`config.mk`:
```
export PLATFORM = sky130hd
export DESIGN_NAME = linear_discriminant_classify_unit
export DESIGN_NICKNAME = d
export VERILOG_FILES = /design/src/rtl/core/ldc_pkg.sv /design/src/rtl/core/linear_discriminant_classify_unit.sv
export VERILOG_INCLUDE_DIRS = /design/src /design/src/rtl/core
export SDC_FILE = /design/constraint.sdc
export NUM_CORES = 2
export LEC_CHECK = 0
export ABC_AREA = 1
export BUFFER_PORTS_ARGS = -buffer_cell sky130_fd_sc_hd__buf_2
export CAP_MARGIN = 15
export CORE_ASPECT_RATIO = 2
export CORE_UTILIZATION = 55
export DETAILED_ROUTE_END_ITERATION = 10
export PLACE_DENSITY = 0.71
export RECOVER_POWER = 100
export SLEW_MARGIN = 25
export SYNTH_ARGS = -nofsm -noshare
export SYNTH_HDL_FRONTEND = slang
export SYNTH_SLANG_ARGS = --single-unit
```
`constraint.sdc`:
```
create_clock -name i_clk -period 17.8 [get_ports i_clk]
set_input_delay 2.67 -clock i_clk [delete_from_list [all_inputs] [get_ports i_clk]]
set_output_delay 2.67 -clock i_clk [all_outputs]
set_load 0.005 [all_outputs]
```
`src/rtl/core/linear_discriminant_classify_unit_defines.svh`:
```
// ----------------------------------------------------------------------------
// Assertion macros for the linear discriminant classifier
// Concurrent checks clocked on i_clk and held off during reset.
// ----------------------------------------------------------------------------
`ifndef LINEAR_DISCRIMINANT_CLASSIFY_UNIT_DEFINES_SVH
`define LINEAR_DISCRIMINANT_CLASSIFY_UNIT_DEFINES_SVH

// Same-cycle implication
`define LDC_ASSERT_NOW(label, ante, cons, msg) \
    label: assert property (@(posedge i_clk) disable iff (!i_rst_n) \
        (ante) |-> (cons)) else $error(msg);

// Next-cycle implication
`define LDC_ASSERT_NEXT(label, ante, cons, msg) \
    label: assert property (@(posedge i_clk) disable iff (!i_rst_n) \
        (ante) |=> (cons)) else $error(msg);

`endif

```
`src/rtl/core/ldc_pkg.sv`:
```
// ----------------------------------------------------------------------------
// ldc_pkg
// Constants, register codes and the logistic table builder for the
// linear discriminant classifier.
// ----------------------------------------------------------------------------
package ldc_pkg;

    // Default sizes
    localparam int MAX_FEATURES_DEF    = 64;
    localparam int SAMPLE_WIDTH_DEF    = 16;
    localparam int SIGMOID_ENTRIES_DEF = 256;

    // Fixed field widths
    localparam int ACC_W       = 48;
    localparam int LABEL_W     = 8;
    localparam int PROB_W      = 16;
    localparam int COUNT_W     = 7;
    localparam int WIDX_W      = 6;
    localparam int CFG_INDEX_W = 3;
    localparam int CFG_DATA_W  = 48;

    // Feature counter saturates here
    localparam logic [COUNT_W-1:0] SEEN_CAP = 7'd127;

    // Item opcodes
    localparam logic OP_WEIGHT  = 1'b0;
    localparam logic OP_FEATURE = 1'b1;

    // Register indexes
    localparam logic [CFG_INDEX_W-1:0] CFG_BIAS          = 3'd0;
    localparam logic [CFG_INDEX_W-1:0] CFG_CLASS_FIRST   = 3'd1;
    localparam logic [CFG_INDEX_W-1:0] CFG_CLASS_SECOND  = 3'd2;
    localparam logic [CFG_INDEX_W-1:0] CFG_FEATURE_COUNT = 3'd3;

    // Register reset values
    localparam logic [LABEL_W-1:0] CLASS_FIRST_RST   = 8'd0;
    localparam logic [LABEL_W-1:0] CLASS_SECOND_RST  = 8'd1;
    localparam logic [COUNT_W-1:0] FEATURE_COUNT_RST = 7'd64;

    // Shift-subtract unsigned divide, evaluated at elaboration only
    function automatic logic [63:0] udiv64(input logic [63:0] num, input logic [63:0] den);
        logic [63:0] q;
        logic [64:0] r;
        int          b;
        q = '0;
        r = '0;
        for (b = 63; b >= 0; b--) begin
            r = {r[63:0], num[b]};
            if (r >= {1'b0, den}) begin
                r    = r - {1'b0, den};
                q[b] = 1'b1;
            end
        end
        return q;
    endfunction

    // exp(-f) in Q30 for f in Q20, truncated Taylor series
    function automatic logic [63:0] exp_neg_q30(input logic [63:0] f);
        logic [63:0] term;
        logic [63:0] sum;
        int          k;
        term = 64'd1 << 30;
        sum  = 64'd1 << 30;
        for (k = 1; k <= 24; k++) begin
            term = udiv64((term * f) >> 20, 64'(k));
            if ((k % 2) == 1) begin
                sum = sum - term;
            end else begin
                sum = sum + term;
            end
        end
        return sum;
    endfunction

    // Logistic value of the midpoint of bin idx out of n bins over [-8,8)
    function automatic logic [PROB_W-1:0] sig_entry(input int idx, input int n);
        longint      num;
        logic [63:0] mag;
        logic [63:0] q;
        logic [63:0] e;
        logic [63:0] e1;
        logic [63:0] d;
        logic [63:0] p;
        logic [63:0] nint;
        logic [16:0] diff;
        int          j;
        num  = (longint'(2 * idx + 1) - longint'(n)) * 64'sd8388608;
        mag  = (num < 0) ? 64'(-num) : 64'(num);
        q    = udiv64(mag, 64'(n));
        nint = q >> 20;
        e1   = exp_neg_q30(64'd1 << 20);
        e    = exp_neg_q30(q & ((64'd1 << 20) - 64'd1));
        for (j = 0; j < 8; j++) begin
            if (64'(j) < nint) begin
                e = (e * e1) >> 30;
            end
        end
        d = (64'd1 << 30) + e;
        p = udiv64((64'd1 << 46) + (d >> 1), d);
        if (num >= 0 || q == 64'd0) begin
            return (p > 64'd65535) ? 16'hFFFF : p[15:0];
        end
        diff = 17'd65536 - p[16:0];
        return diff[15:0];
    endfunction

endpackage

```
`src/rtl/core/linear_discriminant_classify_unit.sv`:
```
// Linear discriminant classifier. Weight words load the table; feature words
// stream in at one word per cycle while o_ready is high, with no gap between
// vectors. Each feature is multiplied by its weight and summed in a 48-bit
// saturating accumulator; the word marked last adds the bias and produces one
// result word through registered table read, multiply, accumulate, bias add,
// bin select and logistic lookup steps. Sustained rate is one word per cycle
// unless the result side stalls, set by the registered accumulator feedback.
// The logistic table is a constant built at elaboration, so no load or
// clearing pass follows reset. Weight entries never written read as unknown.
`include "linear_discriminant_classify_unit_defines.svh"

// ----------------------------------------------------------------------------
// linear_discriminant_classify_unit
// Streaming two-class linear discriminant with logistic probability output.
// ----------------------------------------------------------------------------
module linear_discriminant_classify_unit #(
    parameter int MAX_FEATURES    = ldc_pkg::MAX_FEATURES_DEF,
    parameter int SAMPLE_WIDTH    = ldc_pkg::SAMPLE_WIDTH_DEF,
    parameter int SIGMOID_ENTRIES = ldc_pkg::SIGMOID_ENTRIES_DEF
) (
    input  logic                                 i_clk,
    input  logic                                 i_rst_n,
    // configuration write channel
    input  logic                                 i_cfg_valid,
    output logic                                 o_cfg_ready,
    input  logic [ldc_pkg::CFG_INDEX_W-1:0]      i_cfg_index,
    input  logic [ldc_pkg::CFG_DATA_W-1:0]       i_cfg_data,
    // input word channel
    input  logic                                 i_valid,
    output logic                                 o_ready,
    input  logic                                 i_opcode,
    input  logic [ldc_pkg::WIDX_W-1:0]           i_weight_index,
    input  logic signed [SAMPLE_WIDTH-1:0]       i_sample_value,
    input  logic                                 i_last_feature,
    // result word channel
    output logic                                 o_valid,
    input  logic                                 i_ready,
    output logic [ldc_pkg::LABEL_W-1:0]          o_class_label,
    output logic [ldc_pkg::PROB_W-1:0]           o_probability,
    output logic                                 o_size_error
);

    localparam int ACC_W = ldc_pkg::ACC_W;
    localparam int IW    = (MAX_FEATURES > 1) ? $clog2(MAX_FEATURES) : 1;
    localparam int PW    = 2 * SAMPLE_WIDTH;
    localparam int SUMW  = ((PW > ACC_W) ? PW : ACC_W) + 1;
    localparam int BW    = $clog2(SIGMOID_ENTRIES);
    localparam int NW    = $clog2(SIGMOID_ENTRIES + 1);
    localparam int MW    = 24 + NW;

    // Saturate a wide sum to the signed accumulator range
    function automatic logic signed [ACC_W-1:0] sat_acc(input logic signed [SUMW-1:0] v);
        logic [SUMW-ACC_W:0] hi;
        hi = v[SUMW-1:ACC_W-1];
        if ((&hi) || !(|hi)) begin
            return v[ACC_W-1:0];
        end
        if (v[SUMW-1]) begin
            return {1'b1, {(ACC_W-1){1'b0}}};
        end
        return {1'b0, {(ACC_W-1){1'b1}}};
    endfunction

    // Logistic table, one constant per bin
    logic [ldc_pkg::PROB_W-1:0] w_sig_lut [SIGMOID_ENTRIES];
    for (genvar g = 0; g < SIGMOID_ENTRIES; g++) begin : g_lut
        localparam logic [ldc_pkg::PROB_W-1:0] LUT_VAL =
            ldc_pkg::sig_entry(g, SIGMOID_ENTRIES);
        assign w_sig_lut[g] = LUT_VAL;
    end

    // Configuration registers
    logic signed [ACC_W-1:0]            r_bias;
    logic [ldc_pkg::LABEL_W-1:0]        r_class_first;
    logic [ldc_pkg::LABEL_W-1:0]        r_class_second;
    logic [ldc_pkg::COUNT_W-1:0]        r_feature_count;

    // Vector state
    logic [ldc_pkg::COUNT_W-1:0]        r_seen;
    logic signed [ACC_W-1:0]            r_acc;
    logic signed [SAMPLE_WIDTH-1:0]     r_weight_mem [MAX_FEATURES];

    // Pipeline registers
    logic                               r_s1_valid;
    logic signed [SAMPLE_WIDTH-1:0]     r_s1_weight;
    logic signed [SAMPLE_WIDTH-1:0]     r_s1_sample;
    logic                               r_s1_wok;
    logic                               r_s1_last;
    logic                               r_s1_err;

    logic                               r_s2_valid;
    logic signed [PW-1:0]               r_s2_prod;
    logic                               r_s2_last;
    logic                               r_s2_err;

    logic                               r_s3_valid;
    logic signed [ACC_W-1:0]            r_s3_sum;
    logic                               r_s3_err;

    logic                               r_s4_valid;
    logic signed [ACC_W-1:0]            r_s4_disc;
    logic                               r_s4_err;

    logic                               r_s5_valid;
    logic [BW-1:0]                      r_s5_bin;
    logic                               r_s5_neg;
    logic                               r_s5_err;

    logic                               r_out_valid;
    logic [ldc_pkg::LABEL_W-1:0]        r_out_label;
    logic [ldc_pkg::PROB_W-1:0]         r_out_prob;
    logic                               r_out_err;

    // Combinational values
    logic                               w_rdy_out, w_rdy5, w_rdy4, w_rdy3, w_rdy2, w_rdy1;
    logic                               w_in_acc;
    logic                               w_feat_acc;
    logic [ldc_pkg::COUNT_W-1:0]        n_count;
    logic                               n_err;
    logic [IW-1:0]                      w_rd_idx;
    logic [IW-1:0]                      w_wr_idx;
    logic                               w_wr_ok;
    logic                               w_rd_ok;
    logic signed [PW-1:0]               n_prod;
    logic signed [ACC_W-1:0]            n_sum;
    logic signed [ACC_W-1:0]            n_disc;
    logic [23:0]                        w_offs;
    logic [MW-1:0]                      w_bin_mul;
    logic [BW-1:0]                      n_bin;

    // Ready chain: a stage takes a word when it is empty or drains
    assign w_rdy_out = !r_out_valid || i_ready;
    assign w_rdy5    = !r_s5_valid  || w_rdy_out;
    assign w_rdy4    = !r_s4_valid  || w_rdy5;
    assign w_rdy3    = !r_s3_valid  || w_rdy4;
    assign w_rdy2    = !r_s2_valid  || w_rdy3;
    assign w_rdy1    = !r_s1_valid  || w_rdy2;

    assign o_ready     = w_rdy1;
    assign o_cfg_ready = 1'b1;
    assign w_in_acc    = i_valid && w_rdy1;
    assign w_feat_acc  = w_in_acc && (i_opcode == ldc_pkg::OP_FEATURE);

    // Count, table addresses and size check
    always_comb begin
        n_count  = (r_seen < ldc_pkg::SEEN_CAP) ? r_seen + 7'd1 : ldc_pkg::SEEN_CAP;
        n_err    = (n_count != r_feature_count) || (int'(n_count) > MAX_FEATURES);
        w_rd_idx = IW'(r_seen);
        w_wr_idx = IW'(i_weight_index);
        w_rd_ok  = int'(r_seen) < MAX_FEATURES;
        w_wr_ok  = int'(i_weight_index) < MAX_FEATURES;
    end

    // Multiply, accumulate, bias and bin select
    always_comb begin
        n_prod    = r_s1_wok ? PW'(r_s1_weight * r_s1_sample) : '0;
        n_sum     = sat_acc(SUMW'(r_acc) + SUMW'(r_s2_prod));
        n_disc    = sat_acc(SUMW'(r_s3_sum) + SUMW'(r_bias));
        if ((&r_s4_disc[ACC_W-1:23]) || !(|r_s4_disc[ACC_W-1:23])) begin
            w_offs = {~r_s4_disc[23], r_s4_disc[22:0]};
        end else if (r_s4_disc[ACC_W-1]) begin
            w_offs = 24'h000000;
        end else begin
            w_offs = 24'hFFFFFF;
        end
        w_bin_mul = MW'(w_offs) * MW'(SIGMOID_ENTRIES);
        n_bin     = BW'(w_bin_mul[MW-1:24]);
    end

    // Configuration writes
    always_ff @(posedge i_clk) begin
        if (!i_rst_n) begin
            r_bias          <= '0;
            r_class_first   <= ldc_pkg::CLASS_FIRST_RST;
            r_class_second  <= ldc_pkg::CLASS_SECOND_RST;
            r_feature_count <= ldc_pkg::FEATURE_COUNT_RST;
        end else if (i_cfg_valid) begin
            case (i_cfg_index)
                ldc_pkg::CFG_BIAS:          r_bias          <= i_cfg_data;
                ldc_pkg::CFG_CLASS_FIRST:   r_class_first   <= i_cfg_data[ldc_pkg::LABEL_W-1:0];
                ldc_pkg::CFG_CLASS_SECOND:  r_class_second  <= i_cfg_data[ldc_pkg::LABEL_W-1:0];
                ldc_pkg::CFG_FEATURE_COUNT: r_feature_count <= i_cfg_data[ldc_pkg::COUNT_W-1:0];
                default: ;
            endcase
        end
    end

    // Weight table: write on weight words, registered read whenever stage 1 takes a word
    always_ff @(posedge i_clk) begin
        if (w_in_acc && (i_opcode == ldc_pkg::OP_WEIGHT) && w_wr_ok) begin
            r_weight_mem[w_wr_idx] <= i_sample_value;
        end
        if (w_rdy1) begin
            r_s1_weight <= r_weight_mem[w_rd_idx];
        end
    end

    // Feature counter: advance per feature, clear on last
    always_ff @(posedge i_clk) begin
        if (!i_rst_n) begin
            r_seen <= '0;
        end else if (w_feat_acc) begin
            r_seen <= i_last_feature ? '0 : n_count;
        end
    end

    // Stage 1: hold sample and flags beside the table read
    always_ff @(posedge i_clk) begin
        if (!i_rst_n) begin
            r_s1_valid <= 1'b0;
        end else if (w_rdy1) begin
            r_s1_valid <= w_feat_acc;
        end
    end

    always_ff @(posedge i_clk) begin
        if (w_rdy1) begin
            r_s1_sample <= i_sample_value;
            r_s1_wok    <= w_rd_ok;
            r_s1_last   <= i_last_feature;
            r_s1_err    <= n_err;
        end
    end

    // Stage 2: product
    always_ff @(posedge i_clk) begin
        if (!i_rst_n) begin
            r_s2_valid <= 1'b0;
        end else if (w_rdy2) begin
            r_s2_valid <= r_s1_valid;
        end
    end

    always_ff @(posedge i_clk) begin
        if (w_rdy2) begin
            r_s2_prod <= n_prod;
            r_s2_last <= r_s1_last;
            r_s2_err  <= r_s1_err;
        end
    end

    // Stage 3: accumulate; only last words go on
    always_ff @(posedge i_clk) begin
        if (!i_rst_n) begin
            r_acc      <= '0;
            r_s3_valid <= 1'b0;
        end else if (w_rdy3) begin
            r_s3_valid <= r_s2_valid && r_s2_last;
            if (r_s2_valid) begin
                r_acc <= r_s2_last ? '0 : n_sum;
            end
        end
    end

    always_ff @(posedge i_clk) begin
        if (w_rdy3) begin
            r_s3_sum <= n_sum;
            r_s3_err <= r_s2_err;
        end
    end

    // Stage 4: add bias
    always_ff @(posedge i_clk) begin
        if (!i_rst_n) begin
            r_s4_valid <= 1'b0;
        end else if (w_rdy4) begin
            r_s4_valid <= r_s3_valid;
        end
    end

    always_ff @(posedge i_clk) begin
        if (w_rdy4) begin
            r_s4_disc <= n_disc;
            r_s4_err  <= r_s3_err;
        end
    end

    // Stage 5: clamp and pick the bin
    always_ff @(posedge i_clk) begin
        if (!i_rst_n) begin
            r_s5_valid <= 1'b0;
        end else if (w_rdy5) begin
            r_s5_valid <= r_s4_valid;
        end
    end

    always_ff @(posedge i_clk) begin
        if (w_rdy5) begin
            r_s5_bin <= n_bin;
            r_s5_neg <= r_s4_disc[ACC_W-1];
            r_s5_err <= r_s4_err;
        end
    end

    // Output register: label, probability, error flag
    always_ff @(posedge i_clk) begin
        if (!i_rst_n) begin
            r_out_valid <= 1'b0;
        end else if (w_rdy_out) begin
            r_out_valid <= r_s5_valid;
        end
    end

    always_ff @(posedge i_clk) begin
        if (w_rdy_out) begin
            r_out_err   <= r_s5_err;
            r_out_prob  <= r_s5_err ? '0 : w_sig_lut[r_s5_bin];
            r_out_label <= r_s5_err ? '0 : (r_s5_neg ? r_class_second : r_class_first);
        end
    end

    assign o_valid       = r_out_valid;
    assign o_class_label = r_out_label;
    assign o_probability = r_out_prob;
    assign o_size_error  = r_out_err;

    // Checks
    `LDC_ASSERT_NOW(a_err_fields_zero, o_valid && o_size_error, (o_class_label == '0) && (o_probability == '0), "error result carries nonzero label or probability")
    `LDC_ASSERT_NOW(a_stall_from_output, !o_ready, r_out_valid && !i_ready, "input stalled while output side can drain")
    `LDC_ASSERT_NEXT(a_acc_clear_on_last, r_s2_valid && r_s2_last && w_rdy3, r_acc == '0, "accumulator not cleared after last feature")
    `LDC_ASSERT_NEXT(a_seen_clear_on_last, w_feat_acc && i_last_feature, r_seen == '0, "feature counter not cleared after last feature")

endmodule

```
==> impl_metrics.yaml <==
clock_network:
  insertion_delay_ns: 0.77
  htreeDepth: 3
  cts_resized: 0
  cts.path.max_buffers: 3
  root_buffer: "clkbuf_16"
  cts_tree: "done"
  numCtsBuffers: 110
  hold_buffers: 0
  cts_setup_buffers: 0
  clock-sinks: 1342
  clkSlewWorstSetupHoldPaths_ns: 0.07
routing:
  post_drt_wl_per_cell_microns: 25.15
  ant_nets: 0
  num_vias: 54343
  wl_microns: 227900
  drc: 0
  drt_first_iter_violations: 5247
  via_per_inst: 5.997
  drt_pass1_iterations: 7
critical_path:
  cp_top_family: "buffers and inverters"
  cp_num_buf_inv: 8
  crit_fanout: 51
  cp-end-kind: "output pin"
  r2r_setup_slack_ns: 8.60
  r2r-start: "o_valid$_SDFFE_PN0P_"
  cp_num_cells: 14
  cpMaxStageDelayCell: "clkbuf_1"
  critPathLaunchType: "input port"
  worst_path_most_repeated_cell: "nor2_1"
  path_cells: "buf_2, nor2_1, clkinv_1, nor2_1, inv_1, nor2_1, inv_1, clkbuf_1, nor2_1, clkinv_1, clkbuf_1, nor2_1, nand2_1, clkbuf_1"
  r2r_cells: 19
  cp_data_arrival_time_ns: 8.53
  worstPathRequired_ns: 15.13
  slowest_delay_ns: 1.85
  reg2reg_to: "r_weight_mem[5][14]$_DFFE_PP_"
  critPathKind: "in2out"
timing:
  finalCritPeriodShare: 0.6290
  drv_slew: 1647
  grt_setup_unrepaired: "no"
  setup_violations: 0
  hold_viol_final: 0
  skew_ns: 0.05264
  fmax_mhz: 89.31
  fin_setup_tns_ns: 0
  worst_slew_pin_slew_ns: 4.072
  period_minus_slack_ns: 11.20
  slew-limit-headroom: -1.715
floorplan:
  dieArea_sq_um: 131600
  row_count: 186
  die_x_microns: 257.0
  initial_core_util: 0.5559
  io_pins: 108
  core-area_sq_um: 128700
  fp.dieH_microns: 512.1
cells_and_area:
  synthToLayoutAreaGrowth_pct: 7.926
  fin_nets: 7811
  drive_gt1_frac: 0.04697
synthesis:
  yosysUniqueCellTypes: 57
  ys_warn_count: 0
  syn_avg_cell_area_sq_um: 9.838
  syn_area_sq_um: 71540
  syn_inst: 7272
  synthFlopType: "edfxtp_1"
  ys_ff_latch: 1342
  synth-edff-count: 1210
  synthesis.nets: 7811
  ys_seq_area_frac: 0.5448
  synthArstFlopShare: 0
status:
  status: "finished, violations left"
  violations: "max-capacitance violations, max-slew violations"
min_path:
  hold_end: "r_s2_last$_DFFE_PP_"
  hold_start: "r_s1_last$_DFFE_PN_"
  hold_depth: 0
  min_path_type: "reg2reg"
placed_design:
  hpwl_microns: 161400
  gp_congestion: 1.058
  io_buffers: 106
grt:
  grt_pass1_wl_microns: 333900
  antenna_found_initial: 7
  grtUsageTotal: 0.3445
  grt_max_degree: 193
  grt_pass1_vias: 54087
  grt_overflow: 0
flow_run:
  drv_cap: 29
state kept, by name, indices dropped and copies added, names as in the netlist, 7 cells and up:
name and cells:
r_weight_mem 1024, r_acc 48, r_bias 48, r_s3_sum 48, r_s2_prod 32, r_s4_disc 32, o_probability 16, r_s1_sample 16
r_s1_weight 16, o_class_label 8, r_class_first 8, r_class_second 8, r_s5_bin 8, r_feature_count 7, r_seen 7
worst register-to-register path, cell delays in order, from the launching register on:
cell,delay (ns)
dfxtp_1,0.31
inv_1,0.05
nor2_1,0.03
clkinv_1,0.51
nor2_1,0.08
inv_1,0.33
nor2_1,0.09
inv_1,0.07
clkbuf_1,1.39
nor2_1,0.20
clkinv_1,0.11
clkbuf_1,1.85
nor2_1,0.24
nand2_1,0.65
nand2_1,0.11
nor2_1,0.56
nand4_1,0.78
clkbuf_1,0.46
nor2_1,0.22
clkbuf_1,0.77
layout by cell type, fill, tap and decap left out, types with 33 or more instances in the layout:
master        n
a21oi_1     343
nand4_1      73
clkbuf_1    151
o22ai_1     156
o211ai_1     38
edfxtp_1   1210
dfxtp_1     130
xnor2_1      33
clkbuf_16   113
nor2_1      961
o21ai_0     760
buf_4        38
o221ai_1    112
buf_2        77
nand2_1    1267
inv_1       793
xor2_1       43
fa_1        263
ha_1        196
nand3_1     251
nor3_1       36
final cells by class:
type,count,area [sq um]
Antenna cell,3,7.507
Clock buffer,140,2980
Clock inverter,66,805.8
Fill cell,10718,51480
Inverter,814,3068
Multi-Input combinational cell,4755,28030
Sequential cell,1342,38980
Tap cell,1692,2117
Timing Repair Buffer,249,1222
layer usage:
metal,share of wire,global-route usage
met5,0.00020,0
met2,0.51,0.6086
met1,0.32,0.3441
met4,0.11,0.3276
met3,0.058,0.04764
cells in the mapped netlist (43+ instances only):
master	n	area (sq um)
a21oi_1	343	1717
clkbuf_1	291	1092
dfxtp_1	132	2643
edfxtp_1	1210	36330
fa_1	263	5265
ha_1	196	2452
inv_1	797	2992
nand2_1	1256	4715
nand3_1	251	1256
nand4_1	73	456.7
nor2_1	965	3622
o21ai_0	760	3804
o221ai_1	112	980.9
o22ai_1	156	975.9
xor2_1	43	376.6
kinds of logic after synthesis:
kind of cell / after synthesis / synth area share
and+or+nand+nor: 2652 / 0.1493
AOI/OAI and AO/OA: 1567 / 0.1254
DFF: 1342 / 0.5448
buffers and inverters: 1175 / 0.06333
adders and majority gates: 459 / 0.1079
xor gates and xnor gates: 76 / 0.009304
other: 1 / 0.00005242
worst max path at each step:
| stage | start | to | slack (ns) |
|---|---|---|---|
| after floorplan | i_ready | o_ready | 8.55 |
| after global placement | i_ready | o_ready | 9.23 |
| after detailed placement | i_ready | o_ready | 9.18 |
| after CTS | i_ready | o_ready | 9.19 |
| after global routing | i_ready | o_ready | 6.23 |
| final | i_ready | o_ready | 6.60 |
through the flow:
step	cells	utilization	setup slack (ns)	hold WS, ns	cell area [sq um]
floorplan	7272	-	8.552	0.4003	71540
global placement	8846	0.5737	9.231	0.4018	73830
detailed placement	8851	0.5743	9.183	0.4045	73910
CTS	9057	0.6037	9.191	0.4229	77700
global route	9059	0.5999	6.230	0.4354	77210
finish	9061	0.6000	6.604	0.4219	77210
Power is left out: the tool's default activity adds up to more than one toggle a clock period on the data nets, which glitch-free logic cannot reach.
